**config.mk**
```make
export PLATFORM = sky130hd
export DESIGN_NAME = ascii_integer_parser_top_flat
export DESIGN_NICKNAME = d
export VERILOG_FILES = /design/src/aip_pkg.sv /design/src/aip_if.sv /design/src/aip_core.sv /design/src/aip_out_reg.sv /design/src/ascii_integer_parser_top.sv /design/src/flat_wrapper.sv
export SDC_FILE = /design/constraint.sdc
export NUM_CORES = 2
export LEC_CHECK = 0
export BUFFER_PORTS_ARGS = -buffer_cell sky130_fd_sc_hd__buf_2
export CAP_MARGIN = 25
export CORE_AREA = 2 2 245 247
export DETAILED_ROUTE_END_ITERATION = 7
export DIE_AREA = 0 0 247 249
export PLACE_DENSITY = 0.66
export RECOVER_POWER = 50
export SETUP_SLACK_MARGIN = 0.5
export SLEW_MARGIN = 10
export SYNTH_ARGS = -nofsm -noshare
export SYNTH_HDL_FRONTEND = slang
export SYNTH_SLANG_ARGS = --single-unit
```
**constraint.sdc**
```tcl
create_clock -name clock -period 13.7 [get_ports clock]
set_input_delay 2.74 -clock clock [delete_from_list [all_inputs] [get_ports clock]]
set_output_delay 2.74 -clock clock [all_outputs]
set_load 0.01 [all_outputs]
```
**src/aip_pkg.sv**
```systemverilog
`timescale 1ns / 1ps
// ----------------------------------------------------------------------------
// aip_pkg
// Types, constants and helpers shared by the ASCII integer parser.
// ----------------------------------------------------------------------------
package aip_pkg;

   localparam int POS_BITS_DEFAULT = 16;

   localparam int RADIX_W  = 6;
   localparam int VALUE_W  = 64;
   localparam int OFFSET_W = 16;
   localparam int CSR_IDX_W = 2;

   // register indexes
   localparam logic [CSR_IDX_W-1:0] CSR_RADIX       = 2'd0;
   localparam logic [CSR_IDX_W-1:0] CSR_SIGNED_MODE = 2'd1;
   localparam logic [CSR_IDX_W-1:0] CSR_WIDE_MODE   = 2'd2;

   localparam logic [RADIX_W-1:0] RADIX_RESET = 6'd10;
   localparam logic [RADIX_W-1:0] RADIX_AUTO  = 6'd0;
   localparam logic [RADIX_W-1:0] RADIX_ONE   = 6'd1;
   localparam logic [RADIX_W-1:0] RADIX_MAX   = 6'd36;
   localparam logic [RADIX_W-1:0] BASE_OCT    = 6'd8;
   localparam logic [RADIX_W-1:0] BASE_DEC    = 6'd10;
   localparam logic [RADIX_W-1:0] BASE_HEX    = 6'd16;
   localparam logic [RADIX_W-1:0] DIGIT_NONE  = 6'd63;

   localparam logic [7:0] CH_ZERO  = 8'h30;
   localparam logic [7:0] CH_NINE  = 8'h39;
   localparam logic [7:0] CH_LA    = 8'h61;
   localparam logic [7:0] CH_LZ    = 8'h7A;
   localparam logic [7:0] CH_UA    = 8'h41;
   localparam logic [7:0] CH_UZ    = 8'h5A;
   localparam logic [7:0] CH_LX    = 8'h78;
   localparam logic [7:0] CH_UX    = 8'h58;
   localparam logic [7:0] CH_MINUS = 8'h2D;
   localparam logic [7:0] CH_PLUS  = 8'h2B;
   localparam logic [7:0] CH_SPACE = 8'h20;
   localparam logic [7:0] CH_TAB   = 8'h09;
   localparam logic [7:0] CH_CR    = 8'h0D;

   typedef enum logic [5:0] {
      PH_SKIP   = 6'b000001,
      PH_SIGNED = 6'b000010,
      PH_ZERO   = 6'b000100,
      PH_HEX    = 6'b001000,
      PH_DIGITS = 6'b010000,
      PH_DONE   = 6'b100000
   } phase_type;

   typedef struct packed {
      logic [RADIX_W-1:0] radix;
      logic               signed_mode;
      logic               wide_mode;
   } cfg_type;

   typedef struct packed {
      logic [VALUE_W-1:0]  value;
      logic [OFFSET_W-1:0] end_offset;
      logic                converted;
      logic                range_error;
   } result_type;

   // digit value, DIGIT_NONE for anything not alphanumeric
   function automatic logic [RADIX_W-1:0] digit_value(input logic [7:0] c);
      logic [RADIX_W-1:0] d;
      d = DIGIT_NONE;
      if (c >= CH_ZERO && c <= CH_NINE) begin
         d = RADIX_W'(c - CH_ZERO);
      end else if (c >= CH_LA && c <= CH_LZ) begin
         d = RADIX_W'(c - CH_LA) + BASE_DEC;
      end else if (c >= CH_UA && c <= CH_UZ) begin
         d = RADIX_W'(c - CH_UA) + BASE_DEC;
      end
      return d;
   endfunction

endpackage

```
**src/aip_if.sv**
```systemverilog
`timescale 1ns / 1ps
// ----------------------------------------------------------------------------
// aip_if
// Valid/ready channels for characters in and parse results out.
// ----------------------------------------------------------------------------
interface aip_req_if;
   logic       valid;
   logic       ready;
   logic [7:0] ch;
   logic       last;

   modport source (output valid, output ch, output last, input ready);
   modport sink   (input valid, input ch, input last, output ready);
endinterface

interface aip_rsp_if;
   logic        valid;
   logic        ready;
   logic [63:0] value;
   logic [15:0] end_offset;
   logic        converted;
   logic        range_error;

   modport source (output valid, output value, output end_offset, output converted,
                   output range_error, input ready);
   modport sink   (input valid, input value, input end_offset, input converted,
                   input range_error, output ready);
endinterface

```
**src/aip_core.sv**
```systemverilog
`timescale 1ns / 1ps
// ----------------------------------------------------------------------------
// aip_core
// Per-character parse step: phase tracking, multiply-accumulate with
// saturation check, subject end tracking and result formation.
// ----------------------------------------------------------------------------
module aip_core
   import aip_pkg::*;
#(
   parameter int POS_BITS = POS_BITS_DEFAULT
) (
   input  logic       clock,
   input  logic       reset,
   input  logic       step,
   input  logic [7:0] ch,
   input  logic       last,
   input  cfg_type    cfg,
   output result_type result
);

   localparam int EXT_BITS = (POS_BITS > OFFSET_W) ? POS_BITS : OFFSET_W;
   localparam int PROD_W   = VALUE_W + RADIX_W + 1;

   phase_type            phase_ff, phase_in;
   logic [VALUE_W-1:0]   magnitude_ff, magnitude_in;
   logic                 negative_ff, negative_in;
   logic [RADIX_W-1:0]   base_ff, base_in;
   logic                 digit_seen_ff, digit_seen_in;
   logic                 overflowed_ff, overflowed_in;
   logic [POS_BITS-1:0]  position_ff, position_in;
   logic [POS_BITS-1:0]  subject_end_ff, subject_end_in;

   logic [RADIX_W-1:0]   digit;
   logic                 is_space;
   logic                 start;
   logic                 accumulate;
   logic                 bad_radix;
   logic                 zero_prefix;
   logic [RADIX_W-1:0]   start_base;
   logic [RADIX_W-1:0]   acc_base;
   logic [VALUE_W-1:0]   abs_limit;
   logic [PROD_W-1:0]    product;
   logic [POS_BITS-1:0]  mark;
   logic                 final_ovf;
   logic [VALUE_W-1:0]   final_value;
   logic [EXT_BITS-1:0]  end_ext;

   assign digit      = digit_value(ch);
   assign is_space   = (ch == CH_SPACE) || (ch >= CH_TAB && ch <= CH_CR);
   assign bad_radix  = (cfg.radix == RADIX_ONE) || (cfg.radix > RADIX_MAX);
   assign zero_prefix = (ch == CH_ZERO)
                        && (cfg.radix == RADIX_AUTO || cfg.radix == BASE_HEX);
   assign start_base = (cfg.radix == RADIX_AUTO) ? BASE_DEC : cfg.radix;
   assign acc_base   = start ? start_base : base_ff;

   always_comb begin
      if (cfg.signed_mode) begin
         abs_limit = cfg.wide_mode ? {1'b1, 63'd0} : {32'd0, 1'b1, 31'd0};
      end else begin
         abs_limit = cfg.wide_mode ? '1 : {32'd0, 32'hFFFF_FFFF};
      end
   end

   assign product = PROD_W'(magnitude_ff) * PROD_W'(acc_base) + PROD_W'(digit);
   assign mark    = (position_ff == '1) ? position_ff : position_ff + 1'b1;

   always_comb begin
      phase_in       = phase_ff;
      magnitude_in   = magnitude_ff;
      negative_in    = negative_ff;
      base_in        = base_ff;
      digit_seen_in  = digit_seen_ff;
      overflowed_in  = overflowed_ff;
      subject_end_in = subject_end_ff;
      start          = 1'b0;
      accumulate     = 1'b0;

      unique case (phase_ff)
         PH_SKIP: begin
            if (is_space) begin
               phase_in = PH_SKIP;
            end else if (ch == CH_MINUS) begin
               if (cfg.signed_mode) begin
                  negative_in = 1'b1;
                  phase_in    = PH_SIGNED;
               end else begin
                  phase_in = PH_DONE;
               end
            end else if (ch == CH_PLUS) begin
               phase_in = PH_SIGNED;
            end else begin
               start = 1'b1;
            end
         end
         PH_SIGNED: begin
            start = 1'b1;
         end
         PH_ZERO: begin
            if (ch == CH_LX || ch == CH_UX) begin
               base_in  = BASE_HEX;
               phase_in = PH_HEX;
            end else if (digit < base_ff) begin
               accumulate = 1'b1;
            end else begin
               phase_in = PH_DONE;
            end
         end
         PH_HEX, PH_DIGITS: begin
            if (digit < base_ff) begin
               accumulate = 1'b1;
            end else begin
               phase_in = PH_DONE;
            end
         end
         PH_DONE: begin
            phase_in = PH_DONE;
         end
         default: begin
            phase_in = PH_DONE;
         end
      endcase

      if (start) begin
         if (bad_radix) begin
            phase_in = PH_DONE;
         end else if (zero_prefix) begin
            base_in        = (cfg.radix == RADIX_AUTO) ? BASE_OCT : BASE_HEX;
            digit_seen_in  = 1'b1;
            magnitude_in   = '0;
            subject_end_in = mark;
            phase_in       = PH_ZERO;
         end else begin
            base_in = start_base;
            if (digit < start_base) begin
               accumulate = 1'b1;
            end else begin
               phase_in = PH_DONE;
            end
         end
      end

      if (accumulate) begin
         if (!overflowed_ff) begin
            if (product > PROD_W'(abs_limit)) begin
               overflowed_in = 1'b1;
            end else begin
               magnitude_in = product[VALUE_W-1:0];
            end
         end
         digit_seen_in  = 1'b1;
         subject_end_in = mark;
         phase_in       = PH_DIGITS;
      end
   end

   assign position_in = mark;

   // result seen on the last character of a string
   always_comb begin
      final_ovf = overflowed_in
                  || (cfg.signed_mode && !negative_in && magnitude_in == abs_limit);
      if (final_ovf) begin
         if (cfg.signed_mode) begin
            final_value = negative_in ? '0 - abs_limit : abs_limit - 1'b1;
         end else begin
            final_value = abs_limit;
         end
      end else begin
         final_value = negative_in ? '0 - magnitude_in : magnitude_in;
      end
      end_ext = EXT_BITS'(subject_end_in);
      if (digit_seen_in) begin
         result.value       = final_value;
         result.end_offset  = end_ext[OFFSET_W-1:0];
         result.converted   = 1'b1;
         result.range_error = final_ovf;
      end else begin
         result.value       = '0;
         result.end_offset  = '0;
         result.converted   = 1'b0;
         result.range_error = 1'b0;
      end
   end

   always_ff @(posedge clock) begin
      if (reset || (step && last)) begin
         phase_ff       <= PH_SKIP;
         magnitude_ff   <= '0;
         negative_ff    <= 1'b0;
         base_ff        <= '0;
         digit_seen_ff  <= 1'b0;
         overflowed_ff  <= 1'b0;
         position_ff    <= '0;
         subject_end_ff <= '0;
      end else if (step) begin
         phase_ff       <= phase_in;
         magnitude_ff   <= magnitude_in;
         negative_ff    <= negative_in;
         base_ff        <= base_in;
         digit_seen_ff  <= digit_seen_in;
         overflowed_ff  <= overflowed_in;
         position_ff    <= position_in;
         subject_end_ff <= subject_end_in;
      end
   end

`ifndef NO_ASSERTIONS
   a_clear_after_last: assert property (@(posedge clock) disable iff (reset)
      step && last |=> phase_ff == PH_SKIP && position_ff == '0 && !digit_seen_ff)
      else $error("parse state not cleared after last item");

   a_ovf_has_digit: assert property (@(posedge clock) disable iff (reset)
      overflowed_ff |-> digit_seen_ff)
      else $error("overflow without any digit");

   a_digits_seen: assert property (@(posedge clock) disable iff (reset)
      (phase_ff == PH_DIGITS || phase_ff == PH_ZERO || phase_ff == PH_HEX)
      |-> digit_seen_ff)
      else $error("digit phase without digit");

   a_end_in_range: assert property (@(posedge clock) disable iff (reset)
      subject_end_ff <= position_ff)
      else $error("subject end beyond position");
`endif

endmodule

```
**src/aip_out_reg.sv**
```systemverilog
`timescale 1ns / 1ps
// ----------------------------------------------------------------------------
// aip_out_reg
// Result register driving the response channel.
// ----------------------------------------------------------------------------
module aip_out_reg
   import aip_pkg::*;
(
   input  logic       clock,
   input  logic       reset,
   input  logic       load,
   input  result_type result,
   output logic       free,
   aip_rsp_if.source  rsp_chan
);

   logic       valid_ff;
   result_type data_ff;

   assign free = !valid_ff || rsp_chan.ready;

   always_ff @(posedge clock) begin
      if (reset) begin
         valid_ff <= 1'b0;
      end else if (free) begin
         valid_ff <= load;
      end
   end

   always_ff @(posedge clock) begin
      if (free && load) begin
         data_ff <= result;
      end
   end

   assign rsp_chan.valid       = valid_ff;
   assign rsp_chan.value       = data_ff.value;
   assign rsp_chan.end_offset  = data_ff.end_offset;
   assign rsp_chan.converted   = data_ff.converted;
   assign rsp_chan.range_error = data_ff.range_error;

endmodule

```
**src/ascii_integer_parser_top.sv**
```systemverilog
`timescale 1ns / 1ps
// ----------------------------------------------------------------------------
// ascii_integer_parser_top
// Streaming strtol/strtoul-style integer parser, one character per item.
// ----------------------------------------------------------------------------
// Characters enter one per cycle through an input register; each is folded
// into the running value by one 64x6 multiply-add and limit compare, so the
// block sustains one item per clock with no gaps between strings. The item
// flagged last loads one result into the output register; input stalls only
// while that register holds an untaken result and a last item is waiting.
// Registers radix, signed_mode, wide_mode are written by csr_we/csr_index/
// csr_wdata; the user must do so only while idle; the block does not check.
// ----------------------------------------------------------------------------
module ascii_integer_parser_top
   import aip_pkg::*;
#(
   parameter int POS_BITS = POS_BITS_DEFAULT
) (
   input  logic                 clock,
   input  logic                 reset,
   aip_req_if.sink              req_chan,
   aip_rsp_if.source            rsp_chan,
   input  logic                 csr_we,
   input  logic [CSR_IDX_W-1:0] csr_index,
   input  logic [RADIX_W-1:0]   csr_wdata
);

   cfg_type    cfg_ff;
   logic       in_valid_ff;
   logic [7:0] in_ch_ff;
   logic       in_last_ff;
   logic       out_free;
   logic       step;
   result_type result;

   always_ff @(posedge clock) begin
      if (reset) begin
         cfg_ff.radix       <= RADIX_RESET;
         cfg_ff.signed_mode <= 1'b1;
         cfg_ff.wide_mode   <= 1'b1;
      end else if (csr_we) begin
         unique case (csr_index)
            CSR_RADIX:       cfg_ff.radix       <= csr_wdata;
            CSR_SIGNED_MODE: cfg_ff.signed_mode <= csr_wdata[0];
            CSR_WIDE_MODE:   cfg_ff.wide_mode   <= csr_wdata[0];
            default: begin
            end
         endcase
      end
   end

   assign step           = in_valid_ff && (!in_last_ff || out_free);
   assign req_chan.ready = !in_valid_ff || step;

   always_ff @(posedge clock) begin
      if (reset) begin
         in_valid_ff <= 1'b0;
      end else if (req_chan.ready) begin
         in_valid_ff <= req_chan.valid;
      end
   end

   always_ff @(posedge clock) begin
      if (req_chan.ready && req_chan.valid) begin
         in_ch_ff   <= req_chan.ch;
         in_last_ff <= req_chan.last;
      end
   end

   aip_core #(
      .POS_BITS (POS_BITS)
   ) u_core (
      .clock  (clock),
      .reset  (reset),
      .step   (step),
      .ch     (in_ch_ff),
      .last   (in_last_ff),
      .cfg    (cfg_ff),
      .result (result)
   );

   aip_out_reg u_out_reg (
      .clock    (clock),
      .reset    (reset),
      .load     (step && in_last_ff),
      .result   (result),
      .free     (out_free),
      .rsp_chan (rsp_chan)
   );

endmodule
```
**src/flat_wrapper.sv**
```systemverilog
// flat-port wrapper written by rule: the top's interface ports become plain ports
module ascii_integer_parser_top_flat import aip_pkg::*;
#(
   parameter int POS_BITS = POS_BITS_DEFAULT
)
  (clock, reset, csr_we, csr_index, csr_wdata, req_chan_valid, req_chan_ch, req_chan_last, req_chan_ready, rsp_chan_valid, rsp_chan_value, rsp_chan_end_offset, rsp_chan_converted, rsp_chan_range_error, rsp_chan_ready);
  aip_req_if req_chan_i ();
  aip_rsp_if rsp_chan_i ();
  input  logic clock;
  input  logic reset;
  input  logic csr_we;
  input  logic [CSR_IDX_W-1:0] csr_index;
  input  logic [RADIX_W-1:0] csr_wdata;
  input wire logic [$bits(req_chan_i.valid)-1:0] req_chan_valid;
  input wire logic [$bits(req_chan_i.ch)-1:0] req_chan_ch;
  input wire logic [$bits(req_chan_i.last)-1:0] req_chan_last;
  output wire logic [$bits(req_chan_i.ready)-1:0] req_chan_ready;
  output wire logic [$bits(rsp_chan_i.valid)-1:0] rsp_chan_valid;
  output wire logic [$bits(rsp_chan_i.value)-1:0] rsp_chan_value;
  output wire logic [$bits(rsp_chan_i.end_offset)-1:0] rsp_chan_end_offset;
  output wire logic [$bits(rsp_chan_i.converted)-1:0] rsp_chan_converted;
  output wire logic [$bits(rsp_chan_i.range_error)-1:0] rsp_chan_range_error;
  input wire logic [$bits(rsp_chan_i.ready)-1:0] rsp_chan_ready;
  assign req_chan_i.valid = req_chan_valid;
  assign req_chan_i.ch = req_chan_ch;
  assign req_chan_i.last = req_chan_last;
  assign req_chan_ready = req_chan_i.ready;
  assign rsp_chan_valid = rsp_chan_i.valid;
  assign rsp_chan_value = rsp_chan_i.value;
  assign rsp_chan_end_offset = rsp_chan_i.end_offset;
  assign rsp_chan_converted = rsp_chan_i.converted;
  assign rsp_chan_range_error = rsp_chan_i.range_error;
  assign rsp_chan_i.ready = rsp_chan_ready;
  ascii_integer_parser_top #(.POS_BITS(POS_BITS)) u_core (.clock(clock), .reset(reset), .req_chan(req_chan_i), .rsp_chan(rsp_chan_i), .csr_we(csr_we), .csr_index(csr_index), .csr_wdata(csr_wdata));
endmodule
```
# Word level (Yosys, flattened, before mapping)
# Index checks and enable logic that the tools add are counted.
classes:
  n_mul: 1
  n_reduce_logical: 30
  order_cmp: 12
  addsub: 10
  muxes: 64
  n_eq_ne: 17
op_table:
  columns: ["operator", "count"]
  rows:
  - ["$mux 64", 13]
  - ["$sub 1x64->64 const A", 2]
  - ["$mux 6", 21]
  - ["$mux 16", 5]
  - ["$add 70x6->71", 1]
  - ["$gt 71x64->1", 1]
  - ["$mul 64x6->70", 1]
  - ["$eq 64x64->1", 1]
  - ["$sub 64x1->64 const B", 1]
  - ["$eq 8x6->1 const B", 4]
  - ["$pmux 6 s4", 1]
  - ["$mux 1", 20]
  - ["$add 16x1->16 const B", 1]
  - ["$eq 16x16->1 const B", 1]
  - ["$eq 8x7->1 const B", 2]
  - ["$ge 8x7->1 const B", 2]
  - ["$le 8x7->1 const B", 2]
  - ["$add 6x4->6 const B", 2]
  - ["$eq 6x1->1 const B", 2]
  - ["$eq 6x5->1 const B", 2]
  - ["$lt 6x6->1", 2]
  - ["$sub 6x6->6 const B", 2]
  - ["$logic_and 1x1->1", 11]
  - ["$logic_or 1x1->1", 9]
  - ["19 further kinds", 25]
word_totals:
  in_bits: 22
  out_inout_bits: 84
  register_bits: 212
  wordCells: 153

# Longest topological paths before layout
depth:
  ltp_word: 18
  ltp_mapped: 57
  ltp_nobuf: 51

# Modules after synthesis
# A second synthesis with hierarchy kept.
unflattened:
  hier_cells: 3516
  area_unflattened_um2: 28663.7
by_module_without_submodules:
  columns: ["module", "seq_area_each_um2", "cells_each", "instances", "area_each_um2"]
  rows:
  - ["aip_core", 2222.1, 3377, 1, 25460.7]
  - ["aip_out_reg", 2482.4, 87, 1, 2517.4]
  - ["ascii_integer_parser_top", 450.4, 52, 1, 685.7]

# Worst setup path before layout
# Ideal clock, no wire load.
synth_path:
  kind: "register to register"
  start: "reg u_core.u_core.phase_ff[3]"
  end: "reg u_core.u_out_reg.data_ff (netlist bit u_core.u_out_reg.rsp_chan.value[52]), data pin"
  period_less_slack_ns: 12.506
  setup_ns: 0.261
  arrival_time_ns: 12.246
  required_time_ns: 13.439
  path_slack_ns: 1.194
  n_path_buf: 8
  path_stages_with_launch: 52
  cell_sequence: "dfxtp_1 > clkbuf_1 > or3_1 > or4b_2 > nand2_1 > clkbuf_1 > nor2_1 > a21oi_1 > clkbuf_1 > nand2_1 > fa_1 > fa_1 > inv_1 > fa_1 > inv_1 > fa_1 > inv_1 > ha_1 > (+16 left out) > or4_1 > buf_6 > buf_6 > clkbuf_1 > and3_1 > a21oi_1 > ha_1 > buf_2 > inv_1 > nor4_1 > nand4b_1 > nor4_1 > nand3_1 > mux2i_4 > nand2_2 > o31ai_2 > xnor2_1 > o21ai_1"
synth_via:
  elab_chain_len: 13
  word_cells_on_any_way: 36
  cone_classes: "add/sub (2); mul (1); order compare (1); eq/ne (6); mux (21); reduce/logical (5)"
synth_rtl:
  columns: ["element", "line", "rtl"]
  rows:
  - ["from (decl)", "aip_core.sv:24", "phase_type phase_ff, phase_in;"]
  - ["from (signal assigned)", "aip_core.sv:196", "phase_ff <= phase_in;"]
  - ["branches (longest 13 deep; another with $add 70x6->71)", null, null]
  - ["to (signal assigned)", "aip_out_reg.sv:32", "data_ff <= result;"]
  - ["to (decl)", "aip_out_reg.sv:18", "result_type data_ff;"]
# Parallel ways; which one is timed is not known.
# A chain may end at the register's enable or synchronous reset.

# Worst setup path after layout
layout_path:
  start: "reg u_core.in_ch_ff[0]"
  end: "reg u_core.u_out_reg.data_ff (netlist bit u_core.u_out_reg.rsp_chan.value[52]), data pin"
layout_via:
  elab_chain_len: 18
  word_cells_on_any_way: 72
  cone_classes: "add/sub (7); mul (1); order compare (11); eq/ne (7); mux (35); reduce/logical (11)"
layout_rtl:
  columns: ["element", "line", "rtl"]
  rows:
  - ["from (decl)", "ascii_integer_parser_top.sv:30", "logic [7:0] in_ch_ff;"]
  - ["from (signal assigned)", "ascii_integer_parser_top.sv:65", "in_ch_ff <= req_chan.ch;"]
  - ["branches (longest 18 deep; another with $add 70x6->71)", null, null]
# Parallel ways; which one is timed is not known.

==> summary.md <==
| Metric | Value |
|---|---|
| First-pass DRT Iterations | `5` |
| Area delta synth->final | `7.104%` |
| Commonest non-fill, non-tap cell in the layout | `nand2_1` |
| Lkg Pwr | `13.51 nW` |
| Most frequent cells in the layout | `413 x nand2_1, 278 x nor2_1, 252 x fa_1, 243 x a21oi_1, 236 x ha_1` |
| Hold WC Path Type | `reg -> reg` |
| PortBufs | `105` |
| Pwr dens | `77.30 mW/mm2` |
| Setup CP Type | `reg -> reg` |
| Total CTS buffers | `24` |
| Die ar. | `0.06150 mm2` |
| N_diodes | `0` |
| Mapped Area | `0.02910 mm2` |
| CP endpoint kind | `flip-flop` |
| Fin. Hold Viols | `0` |
| Syn. warnings | `0` |
| VDD IR max | `0.1014 mV` |
| Fin crit period | `12.72 ns` |
| DP HPWL | `73,360 um` |
| Root Driver | `clkbuf_16` |
| Sink Count | `212` |
| Post-synthesis register bit count | `212` |
| IO Pins | `106` |
| Post-synth top area share | `17.34%` |
| Post-synth EDFFs | `91` |
| Nets@finish | `4,049` |
| WL/cell | `21.95 um` |
| Fin Setup TNS | `0 ns` |
| First-pass GRT wire length | `148,100 um` |
| Synth unique cells | `101` |
| Fin crit share | `92.87%` |
| Initial Util | `49.58%` |
| Crit Path Max Fanout | `63` |
| Vias/cell | `6.196` |
| Crit path largest cell delay | `0.66 ns` |
| Num rows | `89` |
| Overflow after GRT | `0` |
| Sequential area share after synthesis | `17.72%` |
| Die X | `247 um` |
| Top cell by count, worst path | `ha_1` |
| Slowest CP cell | `or4_2` |
| Final Util | `53.10%` |
| Skew-Pair Late Insertion Delay | `0.56 ns` |
| Startpoint Class | `flip-flop` |
| Global-route usage over all layers | `30.54%` |
| Synthesized area per cell | `8.105 um2` |
| Vias in the first global route | `25.48k` |
| CTS tree | `done` |
| Routed wire length | `95,030 um` |
| CTS clock-pin slew for the worst setup and hold paths | `0.06 ns` |
| Worst path required time | `13.96 ns` |
| Met1 WL | `38,550 um` |
| H-tree lvl count | `1` |
| Status | `finished with violations` |
| Drt first-iter violations | `2,370` |
| Cell count after synthesis | `3,590` |
| RSZ-0062 raised after global routing | `false` |
| Syn nets | `4,100` |
| Violated checks | `capacitance limit, slew limit` |
| Residual DRC | `0` |
| Die Y | `249 um` |
| Main synth FF type | `dfxtp_1` |
| WL met3 | `7228 um` |
| Hold-fix buffers, CTS | `0` |
| Top layer used by detailed routing | `met5` |
| Endpoints failing setup | `0` |
| Least-Margin Pin Slew | `2.901 ns` |
| Metal2 WL | `44,150 um` |
| Clock skew | `0.03610 ns` |
| Largest net degree at the start of global routing | `85` |
| Routed Antenna Nets | `0` |
| Via count | `26.83k` |
| Highest clock rate | `78.60 MHz` |
| Synth area leader | `fa_1` |
| Max clock buf depth | `3` |
| Slew Limit Fails | `55` |
| GP Congestion | `1.026` |
| Critical Path AT | `12.99 ns` |
| Core area | `0.05869 mm2` |
| Post-synth ARST share | `0%` |
| Synth top area cells | `fa_1 17%, ha_1 10%, edfxtp_1 9.4%, dfxtp_1 8.3%, nand2_1 5.3%` |
| Ratio of cells with drive above 1 in the final layout | `6.635%` |
| Antenna violations before repair | `2` |
| Slew headroom | `-93.40%` |
| Max cap viols | `1` |
final cells by class:
type	count	area, um2
Fill cell	5590	27520
Multi-Input combinational cell	2902	22330
Sequential cell	212	5156
Tap cell	773	967.2
Timing Repair Buffer	170	954.7
Inverter	229	859.6
Clock buffer	32	714.4
Clock inverter	12	177.7
layer usage:
| layer | up-vias | global-route usage [%] |
|---|---|---|
| met4 | 2 | 13.58 |
| met5 | - | 0 |
| met3 | 266 | 3.512 |
| met2 | 1246 | 49.66 |
| li1 | 12404 | - |
| met1 | 12909 | 40.75 |
registers in the layout, summed over array words and instances, names as in the netlist:
name,flops
u_core.cfg_ff,8
u_core.in_ch_ff,8
u_core.in_last_ff,1
u_core.in_valid_ff,1
u_core.u_core.base_ff,6
u_core.u_core.digit_seen_ff,1
u_core.u_core.magnitude_ff,64
u_core.u_core.negative_ff,1
u_core.u_core.overflowed_ff,1
u_core.u_core.phase_ff,6
u_core.u_core.position_ff,16
u_core.u_core.subject_end_ff,16
u_core.u_out_reg.rsp_chan.converted,1
u_core.u_out_reg.rsp_chan.end_offset,16
u_core.u_out_reg.rsp_chan.range_error,1
u_core.u_out_reg.rsp_chan.valid,1
u_core.u_out_reg.rsp_chan.value,64
synth_stat cells (16+ instances only):
library cell / instances
nand2_1: 414
nor2_1: 279
a21oi_1: 254
fa_1: 252
ha_1: 236
inv_1: 229
clkbuf_1: 189
o21ai_0: 166
nor2b_1: 148
and2_1: 139
dfxtp_1: 121
edfxtp_1: 91
a211oi_1: 87
nor3_1: 87
nand3_1: 76
and3_1: 61
nand4_1: 60
xnor2_1: 57
xor2_1: 52
a21o_1: 50
mux2i_1: 39
nor4_1: 34
o211ai_1: 34
buf_2: 31
or3_1: 26
nand2b_1: 24
o21a_1: 24
a31oi_1: 20
o21ai_1: 20
o31ai_1: 17
mux2_2: 16
worst max-delay path, delay by kind of cell (launching register included):
family	cells	cell delay (ns)
AO/OA/AOI/OAI	14	3.71
AND/OR/NAND/NOR	13	3.11
multiplexers	2	0.69
adder cells (fa/ha/maj)	8	2.95
XOR/XNOR	3	0.47
flip-flops	1	0.47
buffers and inverters	6	0.95
worst paths after layout:
check                                   startpoint                                  end  slack [ns]  cells past startpoint
setup reg to reg                u_core.in_ch_ff[0]  u_core.u_out_reg.rsp_chan.value[52]        0.98                     46
hold / removal    u_core.u_core.subject_end_ff[12]     u_core.u_core.subject_end_ff[12]        0.46                      2
setup / recovery                u_core.in_ch_ff[0]  u_core.u_out_reg.rsp_chan.value[52]        0.98                     46
hold reg to reg   u_core.u_core.subject_end_ff[12]     u_core.u_core.subject_end_ff[12]        0.46                      2
kinds of logic after synthesis:
group / Yosys count / synth area share, %
DFF: 212 / 17.72
buffers and inverters: 476 / 6.571
xor gates and xnor gates: 109 / 3.281
adders and majority gates: 488 / 27.49
and+or+nand+nor: 1430 / 24.68
AOI/OAI and AO/OA: 817 / 18.10
muxes: 58 / 2.163
repair_timing:
action                     CTS  global route
setup endpoints to repair    4            37
gates resized for setup      5            50
buffers inserted             0             7
pin swaps                    0             5
through the flow:
stage / cells / setup WS [ns] / area, um2 / total power, mW / hold WS (ns)
finish: 4330 / 0.9772 / 31160 / 2.409 / 0.4569
floorplan: 3590 / 1.194 / 29100 / 1.372 / 0.4366
CTS: 4321 / 0.5025 / 30980 / 2.383 / 0.4574
global placement: 4277 / 0.6496 / 30060 / 1.642 / 0.4433
global route: 4330 / 0.4724 / 31160 / 2.527 / 0.4919
detailed placement: 4277 / 0.4295 / 30060 / 1.646 / 0.4488
report_power, final:
group | switching [mW] | leakage (nW) | total [mW] | internal (mW)
Combinational | 0.614 | 11.2 | 0.943 | 0.329
Sequential | 0.0485 | 1.92 | 0.729 | 0.680
Clock | 0.292 | 0.436 | 0.737 | 0.445
Total | 0.955 | 13.5 | 2.41 | 1.45
(Power assumes the default switching activity.)
